$ cat config.mk
export PLATFORM = sky130hd
export DESIGN_NAME = ascii_hex_frame_deframer_unit
export DESIGN_NICKNAME = d
export VERILOG_FILES = /design/src/sv/afd_pkg.sv /design/src/sv/ascii_hex_frame_deframer_unit.sv /design/src/sv/afd_cfg_regs.sv /design/src/sv/afd_frame_core.sv /design/src/sv/afd_out_buf.sv
export SDC_FILE = /design/constraint.sdc
export NUM_CORES = 1
export LEC_CHECK = 0
export ABC_AREA = 1
export BUFFER_PORTS_ARGS = -buffer_cell sky130_fd_sc_hd__buf_2
export CORE_MARGIN = 2
export CORE_UTILIZATION = 40
export DETAILED_ROUTE_END_ITERATION = 7
export PLACE_DENSITY = 0.69
export SYNTH_ARGS = -nofsm -noshare
export SYNTH_HDL_FRONTEND = slang
export SYNTH_HIERARCHICAL = 1
export SYNTH_SLANG_ARGS = --single-unit
$ cat constraint.sdc
create_clock -name clk_i -period 7.1 [get_ports clk_i]
set_input_delay 0 -clock clk_i [delete_from_list [all_inputs] [get_ports clk_i]]
set_output_delay 0 -clock clk_i [all_outputs]
set_load 0.02 [all_outputs]
$ cat src/sv/afd_pkg.sv
// Package for the ASCII-hex frame deframer: transaction types, configuration
// layout, status codes, frame positions and the hex digit decoder.
// No dependencies.
package afd_pkg;

  typedef struct packed {
    logic [7:0] char_code;
    logic       end_of_string;
  } in_item_t;

  typedef struct packed {
    logic        result_kind;
    logic [7:0]  info_byte;
    logic [10:0] info_index;
    logic [2:0]  status;
    logic [7:0]  device_address;
    logic [7:0]  device_type;
    logic [7:0]  return_code;
    logic [11:0] payload_len;
  } out_item_t;

  typedef struct packed {
    logic [7:0]  start_char;
    logic [7:0]  end_char;
    logic [7:0]  expected_version;
    logic [12:0] min_frame_len;
    logic [12:0] max_frame_len;
  } cfg_t;

  localparam int unsigned PADDR_W   = 5;
  localparam int unsigned PDATA_W   = 32;
  localparam int unsigned CFG_IDX_W = 3;

  localparam logic [CFG_IDX_W-1:0] REG_START_CHAR  = 3'd0;
  localparam logic [CFG_IDX_W-1:0] REG_END_CHAR    = 3'd1;
  localparam logic [CFG_IDX_W-1:0] REG_EXP_VERSION = 3'd2;
  localparam logic [CFG_IDX_W-1:0] REG_MIN_LEN     = 3'd3;
  localparam logic [CFG_IDX_W-1:0] REG_MAX_LEN     = 3'd4;

  localparam logic [7:0]  RST_START_CHAR  = 8'd126;
  localparam logic [7:0]  RST_END_CHAR    = 8'd13;
  localparam logic [7:0]  RST_EXP_VERSION = 8'd32;
  localparam logic [12:0] RST_MIN_LEN     = 13'd18;
  localparam logic [12:0] RST_MAX_LEN     = 13'd4113;

  localparam logic [2:0] STATUS_OK       = 3'd0;
  localparam logic [2:0] STATUS_VERSION  = 3'd1;
  localparam logic [2:0] STATUS_CHECKSUM = 3'd2;
  localparam logic [2:0] STATUS_LEN_CHK  = 3'd3;
  localparam logic [2:0] STATUS_FORMAT   = 3'd4;

  localparam logic KIND_INFO   = 1'b0;
  localparam logic KIND_STATUS = 1'b1;

  // character positions within a frame
  localparam int unsigned POS_VERSION    = 2;
  localparam int unsigned POS_ADDRESS    = 4;
  localparam int unsigned POS_TYPE       = 6;
  localparam int unsigned POS_RETURN     = 8;
  localparam int unsigned POS_LEN_HI     = 10;
  localparam int unsigned POS_LEN_LO     = 12;
  localparam int unsigned POS_INFO_FIRST = 14;
  localparam int unsigned POS_SUM_FIRST  = 6;
  localparam int unsigned RECENT_DEPTH   = 5;

  // non-hex characters decode as zero
  function automatic logic [3:0] hex_digit(input logic [7:0] c);
    logic [3:0] d;
    d = 4'd0;
    if (c >= 8'h30 && c <= 8'h39) begin
      d = c[3:0];
    end else if ((c >= 8'h41 && c <= 8'h46) || (c >= 8'h61 && c <= 8'h66)) begin
      d = c[3:0] + 4'd9;
    end
    return d;
  endfunction

endpackage

$ cat src/sv/ascii_hex_frame_deframer_unit.sv
// A result is written into the result buffer and offered on out from there.
// Throughput: one character per cycle while in_stall_o is low; the frame state updates on each accepted character.
// A two-entry result buffer keeps input flowing while out is stalled, until both entries are full.
// Reset: configuration to defaults, frame state cleared, buffer empty.
// Depends on afd_pkg, afd_cfg_regs, afd_frame_core, afd_out_buf.
module ascii_hex_frame_deframer_unit import afd_pkg::*; #(
  parameter int unsigned POSITION_BITS = 13
) (
  input  logic               clk_i,
  input  logic               rst_ni,
  input  logic               in_valid_i,
  output logic               in_stall_o,
  input  in_item_t           in_data_i,
  output logic               out_valid_o,
  input  logic               out_stall_i,
  output out_item_t          out_data_o,
  input  logic               psel,
  input  logic               penable,
  input  logic               pwrite,
  input  logic [PADDR_W-1:0] paddr,
  input  logic [PDATA_W-1:0] pwdata,
  output logic [PDATA_W-1:0] prdata,
  output logic               pready
);

  cfg_t      cfg;
  logic      in_accept;
  logic      res_valid;
  out_item_t res;
  logic      buf_full;

  assign in_stall_o = buf_full;
  assign in_accept  = in_valid_i & ~buf_full;

  afd_cfg_regs u_cfg (
    .clk_i   (clk_i),
    .rst_ni  (rst_ni),
    .psel    (psel),
    .penable (penable),
    .pwrite  (pwrite),
    .paddr   (paddr),
    .pwdata  (pwdata),
    .prdata  (prdata),
    .pready  (pready),
    .cfg_o   (cfg)
  );

  afd_frame_core #(
    .POSITION_BITS (POSITION_BITS)
  ) u_core (
    .clk_i       (clk_i),
    .rst_ni      (rst_ni),
    .cfg_i       (cfg),
    .accept_i    (in_accept),
    .item_i      (in_data_i),
    .res_valid_o (res_valid),
    .res_o       (res)
  );

  afd_out_buf u_obuf (
    .clk_i   (clk_i),
    .rst_ni  (rst_ni),
    .push_i  (in_accept & res_valid),
    .data_i  (res),
    .full_o  (buf_full),
    .valid_o (out_valid_o),
    .stall_i (out_stall_i),
    .data_o  (out_data_o)
  );

endmodule

$ cat src/sv/afd_cfg_regs.sv
// APB-style configuration register file of the frame deframer.
// Depends on afd_pkg for the register layout and reset values.
module afd_cfg_regs import afd_pkg::*; (
  input  logic               clk_i,
  input  logic               rst_ni,
  input  logic               psel,
  input  logic               penable,
  input  logic               pwrite,
  input  logic [PADDR_W-1:0] paddr,
  input  logic [PDATA_W-1:0] pwdata,
  output logic [PDATA_W-1:0] prdata,
  output logic               pready,
  output cfg_t               cfg_o
);

  cfg_t                 cfg_q;
  logic [CFG_IDX_W-1:0] idx;
  logic                 wr_en;

  assign idx    = paddr[PADDR_W-1:2];
  assign wr_en  = psel & penable & pwrite;
  assign pready = 1'b1;
  assign cfg_o  = cfg_q;

  always_ff @(posedge clk_i or negedge rst_ni) begin
    if (!rst_ni) begin
      cfg_q.start_char       <= RST_START_CHAR;
      cfg_q.end_char         <= RST_END_CHAR;
      cfg_q.expected_version <= RST_EXP_VERSION;
      cfg_q.min_frame_len    <= RST_MIN_LEN;
      cfg_q.max_frame_len    <= RST_MAX_LEN;
    end else if (wr_en) begin
      case (idx)
        REG_START_CHAR:  cfg_q.start_char       <= pwdata[7:0];
        REG_END_CHAR:    cfg_q.end_char         <= pwdata[7:0];
        REG_EXP_VERSION: cfg_q.expected_version <= pwdata[7:0];
        REG_MIN_LEN:     cfg_q.min_frame_len    <= pwdata[12:0];
        REG_MAX_LEN:     cfg_q.max_frame_len    <= pwdata[12:0];
        default: ;
      endcase
    end
  end

  always_comb begin
    case (idx)
      REG_START_CHAR:  prdata = PDATA_W'(cfg_q.start_char);
      REG_END_CHAR:    prdata = PDATA_W'(cfg_q.end_char);
      REG_EXP_VERSION: prdata = PDATA_W'(cfg_q.expected_version);
      REG_MIN_LEN:     prdata = PDATA_W'(cfg_q.min_frame_len);
      REG_MAX_LEN:     prdata = PDATA_W'(cfg_q.max_frame_len);
      default:         prdata = '0;
    endcase
  end

endmodule

$ cat src/sv/afd_frame_core.sv
// Per-character frame state and decode: hex pairing, header capture,
// running character sum and the end-of-frame checks. Depends on afd_pkg.
module afd_frame_core import afd_pkg::*; #(
  parameter int unsigned POSITION_BITS = 13
) (
  input  logic      clk_i,
  input  logic      rst_ni,
  input  cfg_t      cfg_i,
  input  logic      accept_i,
  input  in_item_t  item_i,
  output logic      res_valid_o,
  output out_item_t res_o
);

  localparam int unsigned PW = POSITION_BITS;

  logic [PW-1:0] pos_q, pos_d;
  logic [15:0]   sum_q, sum_d;
  logic [7:0]    recent_q [RECENT_DEPTH];
  logic [7:0]    recent_d [RECENT_DEPTH];
  logic [7:0]    first_q, first_d;
  logic [3:0]    nib_q, nib_d;
  logic [7:0]    ver_q, ver_d;
  logic [7:0]    addr_q, addr_d;
  logic [7:0]    type_q, type_d;
  logic [7:0]    ret_q, ret_d;
  logic [15:0]   lw_q, lw_d;

  logic [7:0]    c;
  logic [3:0]    nib;
  logic [7:0]    byte_v;
  logic [PW-1:0] idx_full;
  logic          have_info;
  logic [16:0]   frame_len;
  logic [15:0]   got, chk_sum;
  logic [5:0]    nsum;
  logic [3:0]    lchk_sum;
  logic          fmt_err;
  logic [2:0]    status;

  always_comb begin
    c        = item_i.char_code;
    nib      = hex_digit(c);
    byte_v   = {nib_q, nib};
    idx_full = (pos_q - PW'(POS_INFO_FIRST)) >> 1;
    have_info = 1'b0;

    pos_d   = pos_q;
    sum_d   = sum_q;
    first_d = first_q;
    nib_d   = nib_q;
    ver_d   = ver_q;
    addr_d  = addr_q;
    type_d  = type_q;
    ret_d   = ret_q;
    lw_d    = lw_q;
    for (int i = 0; i < RECENT_DEPTH; i++) begin
      recent_d[i] = recent_q[i];
    end

    if (pos_q == '0) begin
      first_d = c;
    end else begin
      if (pos_q >= PW'(POS_SUM_FIRST)) begin
        sum_d = sum_q + 16'(recent_q[RECENT_DEPTH-1]);
      end
      if (pos_q[0]) begin
        nib_d = nib;
      end else if (pos_q == PW'(POS_VERSION)) begin
        ver_d = byte_v;
      end else if (pos_q == PW'(POS_ADDRESS)) begin
        addr_d = byte_v;
      end else if (pos_q == PW'(POS_TYPE)) begin
        type_d = byte_v;
      end else if (pos_q == PW'(POS_RETURN)) begin
        ret_d = byte_v;
      end else if (pos_q == PW'(POS_LEN_HI)) begin
        lw_d[15:8] = byte_v;
      end else if (pos_q == PW'(POS_LEN_LO)) begin
        lw_d[7:0] = byte_v;
      end else if (pos_q >= PW'(POS_INFO_FIRST)) begin
        have_info = 16'(idx_full) < 16'(lw_q[11:1]);
      end
    end

    // end-of-frame checks on the updated header and sum
    frame_len = 17'(pos_q) + 17'd1;
    got       = {hex_digit(recent_q[3]), hex_digit(recent_q[2]),
                 hex_digit(recent_q[1]), hex_digit(recent_q[0])};
    chk_sum   = got + sum_d;
    nsum      = 6'(lw_d[11:8]) + 6'(lw_d[7:4]) + 6'(lw_d[3:0]);
    lchk_sum  = lw_d[15:12] + nsum[3:0];
    fmt_err   = (frame_len < 17'(cfg_i.min_frame_len)) ||
                (frame_len > 17'(cfg_i.max_frame_len)) ||
                (first_d != cfg_i.start_char) || (c != cfg_i.end_char);
    if (fmt_err) begin
      status = STATUS_FORMAT;
    end else if (chk_sum != 16'd0) begin
      status = STATUS_CHECKSUM;
    end else if (lchk_sum != 4'd0) begin
      status = STATUS_LEN_CHK;
    end else if (ver_d != cfg_i.expected_version) begin
      status = STATUS_VERSION;
    end else begin
      status = STATUS_OK;
    end

    res_o = '0;
    if (item_i.end_of_string) begin
      res_valid_o          = 1'b1;
      res_o.result_kind    = KIND_STATUS;
      res_o.status         = status;
      res_o.device_address = addr_d;
      res_o.device_type    = type_d;
      res_o.return_code    = ret_d;
      res_o.payload_len    = lw_d[11:0];
    end else begin
      res_valid_o       = have_info;
      res_o.result_kind = KIND_INFO;
      res_o.info_byte   = byte_v;
      res_o.info_index  = 11'(idx_full);
    end

    if (item_i.end_of_string) begin
      pos_d   = '0;
      sum_d   = '0;
      first_d = '0;
      nib_d   = '0;
      ver_d   = '0;
      addr_d  = '0;
      type_d  = '0;
      ret_d   = '0;
      lw_d    = '0;
      for (int i = 0; i < RECENT_DEPTH; i++) begin
        recent_d[i] = '0;
      end
    end else begin
      for (int i = RECENT_DEPTH - 1; i > 0; i--) begin
        recent_d[i] = recent_q[i-1];
      end
      recent_d[0] = c;
      pos_d = (pos_q == '1) ? pos_q : pos_q + PW'(1);
    end
  end

  always_ff @(posedge clk_i or negedge rst_ni) begin
    if (!rst_ni) begin
      pos_q   <= '0;
      sum_q   <= '0;
      first_q <= '0;
      nib_q   <= '0;
      ver_q   <= '0;
      addr_q  <= '0;
      type_q  <= '0;
      ret_q   <= '0;
      lw_q    <= '0;
      for (int i = 0; i < RECENT_DEPTH; i++) begin
        recent_q[i] <= '0;
      end
    end else if (accept_i) begin
      pos_q   <= pos_d;
      sum_q   <= sum_d;
      first_q <= first_d;
      nib_q   <= nib_d;
      ver_q   <= ver_d;
      addr_q  <= addr_d;
      type_q  <= type_d;
      ret_q   <= ret_d;
      lw_q    <= lw_d;
      for (int i = 0; i < RECENT_DEPTH; i++) begin
        recent_q[i] <= recent_d[i];
      end
    end
  end

endmodule

$ cat src/sv/afd_out_buf.sv
// Two-entry result buffer: a two-slot ring with read and write pointers, so a new
// character is taken while a result waits. Depends on afd_pkg.
module afd_out_buf import afd_pkg::*; (
  input  logic      clk_i,
  input  logic      rst_ni,
  input  logic      push_i,
  input  out_item_t data_i,
  output logic      full_o,
  output logic      valid_o,
  input  logic      stall_i,
  output out_item_t data_o
);

  out_item_t  buf_q [2];
  logic       wr_q, rd_q;
  logic [1:0] cnt_q;
  logic       pop;

  assign valid_o = (cnt_q != 2'd0);
  assign full_o  = (cnt_q == 2'd2);
  assign pop     = valid_o & ~stall_i;
  assign data_o  = buf_q[rd_q];

  always_ff @(posedge clk_i) begin
    if (push_i) begin
      buf_q[wr_q] <= data_i;
    end
  end

  always_ff @(posedge clk_i or negedge rst_ni) begin
    if (!rst_ni) begin
      wr_q  <= 1'b0;
      rd_q  <= 1'b0;
      cnt_q <= 2'd0;
    end else begin
      if (push_i) begin
        wr_q <= ~wr_q;
      end
      if (pop) begin
        rd_q <= ~rd_q;
      end
      case ({push_i, pop})
        2'b10:   cnt_q <= cnt_q + 2'd1;
        2'b01:   cnt_q <= cnt_q - 2'd1;
        default: cnt_q <= cnt_q;
      endcase
    end
  end

endmodule

[Word-level counts from Yosys, hierarchy flattened]
Memories as Yosys holds them, arrays and structs flattened.
Cells that the tools add are included.
Word-level totals
  output and inout bits: 94
  memories kept: 1
  flip-flop bits (word level): 183
  bits in writable memories: 118
  input bits: 53
Operators by class
  order comparisons: 35
  bitwise logic cells: 9
  equality and inequality tests: 19
  multiplexer cells: 74
  add/subtract/negate cells: 15
  reduce and logical (&&, ||, !) cells: 37
Memories
  u_obuf.buf_q: depth 2, bits a word 59, read ports 1, clocked after Yosys merged registers in 0, wr ports 1, RTL line afd_out_buf.sv:14  | out_item_t buf_q [2];
Operator list (count)
  $mux 8: 27
  $mux 16: 10
  $ge 8x7->1 const B: 10
  $le 8x7->1 const B: 10
  $pmux 13 s5: 1
  $mux 4: 13
  $ge 8x6->1 const B: 5
  $le 8x6->1 const B: 5
  $mux 40: 1
  $eq 13x4->1 const B: 3
  $mux 39: 1
  $eq 13x3->1 const B: 2
  $mux 13: 2
  $ne 8x8->1: 3
  $add 4x4->4 const B: 5
  $mux 19: 1
  $gt 17x13->1: 1
  $lt 17x13->1: 1
  $add 16x16->16: 1
  $add 16x8->16: 1
  $reduce_bool 16->1: 1
  $logic_and 1x1->1: 15
  $add 13x1->14 const B: 1
  $mux 1: 14
  other kinds (27): 55

[Logic depth before layout (Yosys ltp)]
Gate-level depths: netlist of the first run.
  depth in word-level cells: 21
  mapped depth: 29
  gate-level depth less buffers: 28

[Hierarchy]
The synthesis of the first run kept the hierarchy.
Modules (own cells, without submodules)
  afd_frame_core: sequential area each 3228.1 um2, area an instance 9929.5 um2, instances 1, cells each 1393
  afd_out_buf: sequential area each 3643.5 um2, area an instance 4571.9 um2, instances 1, cells each 338
  afd_cfg_regs: sequential area each 1270.0 um2, area an instance 2811.4 um2, instances 1, cells each 324
  ascii_hex_frame_deframer_unit: sequential area each 0.0 um2, area an instance 23.8 um2, instances 1, cells each 5

[Worst setup path after synthesis of the first run]
Ideal clock, no wire load.
  kind: flip-flop to flip-flop
  start: register u_core.pos_q[2]
  end: memory u_obuf/buf_q[0][0] in the netlist's numbering, enable pin
  setup slack: 1.866 ns
  stages on the path, launching flop included: 19
  required time: 6.624 ns
  path buffers: 0
  data arrival time: 4.758 ns
  library setup time: 0.476 ns
  cell sequence: dfrtp_1 ha_1 nand2_1 inv_1 nor2_1 inv_1 nor2_1 inv_1 nor2_1 nand3_1 xor2_1 ha_1 nor3_1 nand3_1 nand2_1 inv_1 nor2_2 inv_1 nor2_1
Between the ends
  longest elaborated chain between the ends: 15
  elaborated cells between the ends (all ways): 23
  those cells by class: add/sub (1); order compare (2); eq/ne (6); mux (12); bitwise (1); reduce/logical (1)
RTL lines
  from (decl): RTL line afd_frame_core.sv:17  | logic [PW-1:0] pos_q, pos_d;
  from (signal assigned): RTL line afd_frame_core.sv:161  | pos_q <= pos_d;
  $sub 13x4->13: RTL line afd_frame_core.sv:45  | idx_full = (pos_q - PW'(POS_INFO_FIRST)) >> 1;
  $lt 12x11->1: RTL line afd_frame_core.sv:82  | have_info = 16'(idx_full) < 16'(lw_q[11:1]);
  $mux 1: RTL line afd_frame_core.sv:81  | end else if (pos_q >= PW'(POS_INFO_FIRST)) begin
  $mux 1: RTL line afd_frame_core.sv:79  | end else if (pos_q == PW'(POS_LEN_LO)) begin
  $mux 1: RTL line afd_frame_core.sv:77  | end else if (pos_q == PW'(POS_LEN_HI)) begin
  $mux 1: RTL line afd_frame_core.sv:75  | end else if (pos_q == PW'(POS_RETURN)) begin
  $mux 1: RTL line afd_frame_core.sv:73  | end else if (pos_q == PW'(POS_TYPE)) begin
  $mux 1: RTL line afd_frame_core.sv:71  | end else if (pos_q == PW'(POS_ADDRESS)) begin
  $mux 1: RTL line afd_frame_core.sv:69  | end else if (pos_q == PW'(POS_VERSION)) begin
  $mux 1: RTL line afd_frame_core.sv:67  | if (pos_q[0]) begin
  $mux 1 (*): RTL line afd_frame_core.sv:61  | if (pos_q == '0) begin
  $mux 1 (*): RTL line afd_frame_core.sv:109  | if (item_i.end_of_string) begin
  via res_valid: RTL line ascii_hex_frame_deframer_unit.sv:28  | logic res_valid;
  $and 1x1->1 (*): RTL line ascii_hex_frame_deframer_unit.sv:63  | .push_i (in_accept & res_valid),
  $mux 1 (*): RTL line afd_out_buf.sv:25  | if (push_i) begin
  $mux 1 (implied by the code) (*): RTL line afd_out_buf.sv:26  | buf_q[wr_q] <= data_i;
  to (decl): RTL line afd_out_buf.sv:14
Mark *: on every way through the listed nets, which the timed path passes. The rest lies on a longest branch.

==> flow_summary.toml, run 1 <==
[placed_design]
place.gp.congestion = 0.926
portBuffers = 105
dpl.hpwl_um = 30100
place_area_um2 = 18100
pre_cts_slack_ns = 1.79

[setup_path]
max_stage_delay_ns = 0.55
crit_top_cell = "nand2_1"
slowest_stage = "fa_1"
start_kind = "register"
critPathTopFamily = "adder cells"
endpoint_kind = "register"
crit_arrival_ns = 5.73
cp_num_cells = 28
critical_path_required_ns = 7.45
critPathBufInv = 6
path_class = "register to register"
path_max_fanout = 9
ff2ff_path_depth = 28

[clock_tree]
clk_pin_slew_worst_paths_ns = 0.07
clockBufferDepth = 3
clkSinkCount = 301
cts_setup_buffers = 0
cts_made_buffers = 31
htreeDepth = 1
cts-root-buf = "clkbuf_16"
cts_tree = "built"
clock_latency_ns = 0.59

[layout]
multiInputGateArea_um2 = 7680
synthToLayoutAreaGrowth_pct = 12.0
drive_above_1_share_pct = 12.2
fill_cells = 4164
diodes = 0
nets = 2305
design_area_um2 = 19400
seqCellArea_um2 = 8140

[grt]
grt_pass1_wl_um = 68700
grt.total_usage_pct = 18.9
grt_max_degree = 77
grt_pass1_vias = 13200
overflow = 0
antenna_found_initial = 0

[synth]
synth_area_um2 = 17300
synth-edff-count = 118
yosys.area.top_type = "dfrtp_1"
ys_types = 62
synth_ff_type = "dfrtp_1"
synthCells = 2060
synth_warnings = 6
yosysSeqAreaShare_pct = 47.0
yosysTopAreaCellShare_pct = 24.2
synth.area.top_cells = "dfrtp_1, edfxtp_1, nand2_1"
ys_ff_latch = 301
synthArstFlopShare_pct = 60.8
synth_area_per_cell_um2 = 8.42

[power_and_ir_drop]
p_per_area_nw_per_um2 = 304
vdd_ir_drop_max_v = 0.000188
p_total_uw = 5900
p_leak_uw = 0.00929

[run_status]
failed_checks = "negative hold slack"
outcome = "complete, but fails checks"

[drt]
routed_wl_um = 42600
wl_per_cell_um = 15.4
drtIter0Drc = 1007
routed_via_density = 5.05
antenna_left = 0
firstDrtPassIters = 6
num_vias = 14000
drcViolationCount = 0

[sta]
setup_viol = 0
hold_ws_ns = -0.0119
worst_slew_pin_slew_ns = 1.13
post-route-period-util_pct = 75.7
fmax_mhz = 186
hold_violations = 12
period_minus_slack_ns = 5.38
slew_violations = 0
max_slew_margin_pct = 24.2
clock_skew_ns = 0.0155
rsz0062_at_grt = "false"
setup-tns-final_ns = 0
fin_ws_ns = 1.72

[floorplan]
die_h_um = 212
die_area_um2 = 45000
ios = 147
core_um2 = 42900
placementRows = 76
die_x_um = 212
initial_core_util_pct = 40.4

[job]
maxCapViolations = 0

[hold_path]
min_path_type = "input port to async pin"
layer usage:
| metal | GRT usage (%) | wire [µm] | part of all wire [%] | vias to the layer above |
|---|---|---|---|---|
| li1 | - | - | - | 6940 |
| met1 | 26.5 | 19500 | 46 | 6638 |
| met2 | 31.1 | 19900 | 47 | 363 |
| met3 | 2.70 | 2280 | 5.3 | 57 |
| met4 | 4.06 | 816 | 1.9 | 0 |
| met5 | 0 | 0 | 0 | - |
what timing repair did:
item | in CTS | in global routing
hold buffers | 29 | 0
hold endpoints to repair | 134 | 0
resized for setup | 0 | 0
cells in the final DEF, fill, tap and decap left out, types with 31 or more instances in the layout:
cell type  Yosys  layout
inv_1        235     233
nand3_1       82      82
nor2_1       149     148
a21oi_1       51      51
edfxtp_1     118     118
clkbuf_16      0      31
dfrtp_1      168     167
buf_2          8     104
o22ai_1       78      78
o21ai_0      132     132
nand2_1      617     617
ha_1          80      80
synth_stat cells (24+ instances only):
master / n
buf_4: 28
o21ai_0: 132
inv_1: 235
nand3_1: 82
edfxtp_1: 118
nand4_1: 27
o22ai_1: 78
a21oi_1: 51
dfrtp_1: 168
o21ai_2: 28
xnor2_1: 24
xor2_1: 25
nor2_1: 149
clkbuf_1: 33
nand2_1: 617
ha_1: 80
cell families (layout without fill, tap and decap cells):
logic type | count (synthesis) | in the layout | synth area share [%]
compound gates | 343 | 343 | 11.7
xor+xnor | 49 | 49 | 2.48
fa+ha+maj | 88 | 88 | 6.70
buf+inv | 340 | 451 | 9.17
flops | 301 | 301 | 47.0
other cells | 2 | 20 | 0.0433
simple gates | 937 | 937 | 23.0
registers in the layout, summed over array words and instances (netlist names):
signal,flops
u_obuf/cnt_q,2
u_obuf/buf_q,118
u_core/first_q,8
u_core/nib_q,4
u_cfg/cfg_o,50
u_core/lw_q,16
u_core/pos_q,13
u_obuf/wr_q,1
u_core/addr_q,8
u_core/ret_q,8
u_core/sum_q,16
u_obuf/rd_q,1
u_core/recent_q,40
u_core/ver_q,8
u_core/type_q,8
per-stage QoR:
step,util [%],cells
global route,45.3,2774
finish,45.3,2774
global placement,42.2,2687
CTS,45.3,2774
floorplan,-,2078
detailed placement,42.2,2687
worst paths after layout:
check / from / to / slack [ns]
hold / removal: rst_ni / u_core/recent_q[34] / -0.01
max in group asynchronous: rst_ni / u_core/type_q[4] / 5.85
setup reg to reg: u_core/pos_q[0] / u_obuf/buf_q[0][37] / 1.72
min in group clk_i: penable / u_cfg/cfg_o[31] / 0.05
hold reg to reg: u_cfg/cfg_o[12] / u_cfg/cfg_o[12] / 0.48
setup / recovery: u_core/pos_q[0] / u_obuf/buf_q[0][37] / 1.72
area by class of cell:
cell class | count | share of cell area [%]
clock inverters | 22 | 1.08
multi-input cells | 1437 | 39.6
well taps | 585 | 3.77
flip-flops and latches | 301 | 41.9
clock buffers | 36 | 4.09
inverters | 248 | 4.89
repair buffers | 145 | 4.66
power by group:
group	switching, µW	leakage [µW]	internal [µW]
Clock	705	0.000489	915
Sequential	154	0.00352	2100
Combinational	1410	0.00528	615
Total	2270	0.00929	3630
Power figures use the tool's default switching activity.
==> inputs of run 2 (changes only) <==
Settings changed: ABC_AREA 1 to 0, PLACE_DENSITY 0.69 to 0.71.
Clock period 7.1 ns to 4.5 ns, I/O delays scaled along.
==> flow_summary.toml, run 2 <==
[run_status]
outcome = "finished, final reports clean"

[power_and_ir_drop]
switching_share_pct = 33.1
sequentialPowerShare_pct = 39.3
p_leak_uw = 0.00901
combPwrFrac_pct = 31.1
internal_power_uw = 6470
vdd_ir_drop_max_v = 0.000288
switchingPower_uw = 3200
clockPowerShare_pct = 29.6
p_per_area_nw_per_um2 = 465

[sta]
fin_ws_ns = 0.145
fmax_mhz = 230
hold_ws_ns = 0.0642
hold_violations = 0
clock_skew_ns = 0.0260
period_minus_slack_ns = 4.35
setup-tns-final_ns = 0
max_slew_margin_pct = 19.5
worst_slew_pin_slew_ns = 1.20
post-route-period-util_pct = 96.8
setup_viol = 0
slew_violations = 0

[synth]
yosysSeqAreaShare_pct = 46.6
synthArstFlopShare_pct = 60.8
synth.area.top_cells = "dfrtp_1, edfxtp_1, mux2_4"
synth_area_per_cell_um2 = 11.2
synth_ff_type = "dfrtp_1"
yosysTopAreaCellShare_pct = 24.1
synth-edff-count = 118
yosys.area.top_type = "dfrtp_1"
synth_common_cells = "dfrtp_1, edfxtp_1, nor2_1, o21ai_0, inv_1"
synth_warnings = 6
ys_ff_latch = 301
synthCells = 1567
ys_types = 94
synth_area_um2 = 17500
synth.most_common_cell = "dfrtp_1"

[clock_tree]
clockBufferDepth = 3
clkSinkCount = 301
cts_tree = "built"
cts-root-buf = "clkbuf_16"
cts_made_buffers = 35
htreeDepth = 2
clk_pin_slew_worst_paths_ns = 0.06
clock_latency_ns = 0.53

[drt]
firstDrtPassIters = 6
num_vias = 13200
antenna_left = 0
wl_per_cell_um = 19.0
routed_wl_um = 45100
drtIter0Drc = 1017
drcViolationCount = 0
routed_via_density = 5.54

[layout]
synthToLayoutAreaGrowth_pct = 19.0
drive_above_1_share_pct = 27.1
final_cell_mix = "dfrtp_1, edfxtp_1, buf_4"
layout_commonest_cell = "dfrtp_1"
fill_cells = 3815
largest-register = "u_obuf/buf_q"
nets = 1904
largest_reg_flops = 118

[grt]
grt_pass1_vias = 12600
antenna_found_initial = 1
overflow = 0
grt.total_usage_pct = 19.8
grt_pass1_wl_um = 70200
grt_max_degree = 105

[placed_design]
dpl.hpwl_um = 32200
pre_cts_slack_ns = -0.0903
portBuffers = 105
place.gp.congestion = 0.909

[setup_path]
critical_path_required_ns = 4.78
r2r_slack_ns = 0.15
path_max_fanout = 6
crit_arrival_ns = 4.63
ff2ff_path_depth = 17
path_class = "register to register"
endpoint_kind = "register"
start_kind = "register"

[hold_path]
holdPathStages = 4
min_path_type = "input port to register"

[floorplan]
placementRows = 76
die_h_um = 213
die_area_um2 = 45400
die_x_um = 213
initial_core_util_pct = 40.6
core_um2 = 43100
ios = 147

[job]
maxCapViolations = 0
## run 2: path summary, 6_finish.rpt
check	startpoint	end
max	u_core/pos_q[0]	u_obuf/buf_q[0][36]
min	penable	u_cfg/cfg_o[37]
max reg2reg	u_core/pos_q[0]	u_obuf/buf_q[0][36]
min reg2reg	u_core/ret_q[1]	u_core/ret_q[1]
max in group asynchronous	rst_ni	u_core/type_q[7]
min in group asynchronous	rst_ni	u_core/recent_q[19]
## run 2: power groups by stage
stage | logic [µW] | registers, µW | clock network (µW)
CTS | 2990 | 3800 | 2910
detailed placement | 2950 | 3840 | 0
floorplan | 2360 | 3630 | 0
global route | 3270 | 3860 | 3040
global placement | 2890 | 3820 | 0
finish | 3000 | 3800 | 2860
## run 2: critical path: stages (launching register included)
cell and delay, ns:
dfrtp_1 0.41, clkinv_4 0.08, ha_4 0.17, nor4bb_4 0.24
nand4_1 0.21, buf_4 0.21, clkbuf_16 0.14, mux2i_1 0.15
fa_2 0.36, fa_1 0.54, inv_1 0.04, ha_2 0.18
fa_2 0.37, xnor2_2 0.13, xnor3_1 0.27, nor4_4 0.21
a31oi_1 0.14, and4_1 0.24
## run 2: repair_timing
item                                    CTS  global route
cloned                                    0             1
pin swaps                                 0            19
resized for setup                         4            30
endpoints found under the setup margin    4             4
hold endpoints to repair                146             0
buffers inserted                          0             8
hold buffers                             24             0
## run 2: cell type report
cell class | count | area (µm²) | area share (%)
multi-input combinational | 1085 | 8640 | 41.5
sequential | 301 | 8150 | 39.2
timing repair buffer | 249 | 1770 | 8.52
clock buffer | 46 | 958 | 4.61
tap | 585 | 732 | 3.52
inverter | 91 | 347 | 1.67
clock inverter | 16 | 201 | 0.968
antenna | 2 | 5.00 | 0.0241
## run 2: metal layers
| metal | vias up | global-route usage, % | wire (µm) |
|---|---|---|---|
| li1 | 6138 | - | - |
| met1 | 6512 | 28.3 | 20600 |
| met2 | 432 | 30.5 | 20400 |
| met3 | 78 | 3.15 | 2750 |
| met4 | 0 | 6.51 | 1290 |
| met5 | - | 0 | 0 |
## run 2: logic make-up (layout without fill, tap and decap cells)
kind of cell / after synthesis / count (layout) / share of synthesized area [%]
compound gates: 392 / 392 / 15.6
simple gates: 367 / 367 / 11.0
flops: 301 / 301 / 46.6
buf+inv: 199 / 402 / 5.68
mux: 152 / 152 / 11.1
fa+ha+maj: 88 / 88 / 6.64
xor+xnor: 66 / 66 / 3.39
other cells: 2 / 22 / 0.0430
## run 2: metrics by stage
stage | std cells | area (µm²) | utilization [%] | total power (µW)
floorplan | 1585 | 17700 | - | 6000
global placement | 2278 | 19200 | 44.5 | 6710
detailed placement | 2278 | 19200 | 44.5 | 6790
CTS | 2364 | 20600 | 47.8 | 9700
global route | 2374 | 20800 | 48.3 | 10200
finish | 2375 | 20800 | 48.3 | 9670
==> inputs of run 3 (changes only) <==
Settings changed: PLACE_DENSITY 0.71 to 0.59.
==> flow_summary.toml, run 3 (same netlist as run 2, synthesis figures left out) <==
[power_and_ir_drop]
clockPowerShare_pct = 30.5
sequentialPowerShare_pct = 38.7
internal_power_uw = 6510
switchingPower_uw = 3290
switching_share_pct = 33.5
combPwrFrac_pct = 30.9
p_leak_uw = 0.00913
vdd_ir_drop_max_v = 0.000273
p_per_area_nw_per_um2 = 468
p_total_uw = 9800

[clock_tree]
clkSinkCount = 301
cts_made_buffers = 37
htreeDepth = 2
cts_tree = "built"
clk_pin_slew_worst_paths_ns = 0.06
cts-root-buf = "clkbuf_16"
clockBufferDepth = 3
clock_latency_ns = 0.56

[drt]
wl_per_cell_um = 19.5
firstDrtPassIters = 5
wl_met3_um = 2310
wl_met2_um = 21200
routed_wl_um = 46500
wl_met1_um = 21700
num_vias = 13000
maxUsedRoutingLayer = "met4"
routed_via_density = 5.46
drcViolationCount = 0
antenna_left = 0
drtIter0Drc = 1061

[placed_design]
place_area_um2 = 19200
place.gp.congestion = 0.867
dpl.hpwl_um = 33100
portBuffers = 105

[grt]
antenna_found_initial = 0
grt_pass1_vias = 12800
grt_pass1_wl_um = 72200
grt.total_usage_pct = 20.6
overflow = 0
grt_max_degree = 124

[layout]
layout_commonest_cell = "dfrtp_1"
design_area_um2 = 20900
largest-register = "u_obuf/buf_q"
nets = 1916
largest_reg_flops = 118
synthToLayoutAreaGrowth_pct = 19.7
final_cell_mix = "dfrtp_1, buf_4, edfxtp_1"
drive_above_1_share_pct = 27.6
diodes = 0

[setup_path]
cp_num_cells = 14
ff2ff_path_depth = 14
crit_top_cell = "fa_1"
startpoint = "u_core/pos_q[4]"
slowest_stage = "fa_1"
path_max_fanout = 7
critPathTopFamily = "adder cells"
r2r_start = "u_core/pos_q[4]"
r2r_slack_ns = 0.18
crit_chain = "nor4_2 > nand4_1 > buf_12 > mux2i_4 > fa_1 > fa_1 > inv_1 > ha_2 > fa_2 > xnor2_2 > xnor3_1 > nor4_4 > a31oi_1 > and4_1"
endpoint_kind = "register"
max_stage_delay_ns = 0.52
endpoint = "u_obuf/buf_q[1][36]"
start_kind = "register"
crit_arrival_ns = 4.63
r2r-end = "u_obuf/buf_q[1][36]"
critical_path_required_ns = 4.81
critPathBufInv = 2
path_class = "register to register"

[floorplan]
placementRows = 76
die_h_um = 213
die_x_um = 213
core_um2 = 43100
initial_core_util_pct = 40.6
ios = 147
die_area_um2 = 45400

[hold_path]
min_path_type = "input port to register"
hp-start = "penable"

[job]
maxCapViolations = 0

[sta]
setup_viol = 0
clock_skew_ns = 0.0170
fmax_mhz = 231
slew_violations = 0
worst_slew_pin_slew_ns = 1.21
post-route-period-util_pct = 96.0
period_minus_slack_ns = 4.32
max_slew_margin_pct = 19.1
hold_violations = 0
hold_ws_ns = 0.0358

[run_status]
outcome = "finished, final reports clean"
[run 3: cell count changes in the layout (fill, tap and decap cells not counted), moves of 3 or more]
cell,delta
fa_1,+3
buf_4,+13
clkbuf_8,+5
fa_2,-3
[run 3: worst min-delay path by stage]
stage | cells after the start | slack [ns] | to
final | 4 | 0.04 | u_cfg/cfg_o[37]
after global routing | 4 | 0.02 | u_cfg/cfg_o[36]
after CTS | 4 | 0.004 | u_cfg/cfg_o[40]
after detailed placement | 1 | 0.24 | u_core/recent_q[27]
after global placement | 1 | 0.25 | u_core/recent_q[26]
after floorplan | 0 | -0.30 | u_cfg/cfg_o[10]
[run 3: final cells by class]
cell class | count | area, µm²
clock inverter | 14 | 153
inverter | 91 | 347
tap | 585 | 732
fill | 3939 | 22200
clock buffer | 54 | 1070
multi-input combinational | 1085 | 8660
timing repair buffer | 259 | 1820
sequential | 301 | 8150
[run 3: per-stage QoR]
stage	worst slack (ns)	utilization [%]	cells	TNS (ns)
3_5_place_dp	-0.0744	44.6	2288	-0.226
6_report	0.180	48.6	2389	0
3_3_place_gp	0.0551	44.6	2288	0
5_1_grt	-0.0202	48.6	2389	-0.0633
4_1_cts	0.00965	48.0	2380	0
2_1_floorplan	0.0205	-	1585	0
[run 3: timing repair]
action,4_1_cts,5_1_grt
gates resized for setup,2,31
buffers inserted,0,8
hold endpoints to repair,182,0
hold buffers,24,0
gates cloned,0,1
endpoints found under the setup margin,4,4
pin swaps,1,6
[run 3: power by group through the flow]
stage          combinational (µW)  clock (µW)  sequential, µW
2_1_floorplan                2360           0            3630
3_3_place_gp                 2940           0            3820
3_5_place_dp                 2980           0            3840
4_1_cts                      3010        3060            3790
5_1_grt                      3300        3170            3850
6_report                     3020        2990            3790
[run 3: layer usage]
metal,track usage (%),up-vias
li1,-,6161
met1,28.8,6439
met2,32.6,352
met3,3.03,83
met4,7.21,0
met5,0,-
[run 3: tightest hold or removal path, stage by stage]
cell      delay [ns]
buf_2           0.12
nand4b_4        0.13
nor3_4          0.09
mux2_2          0.22
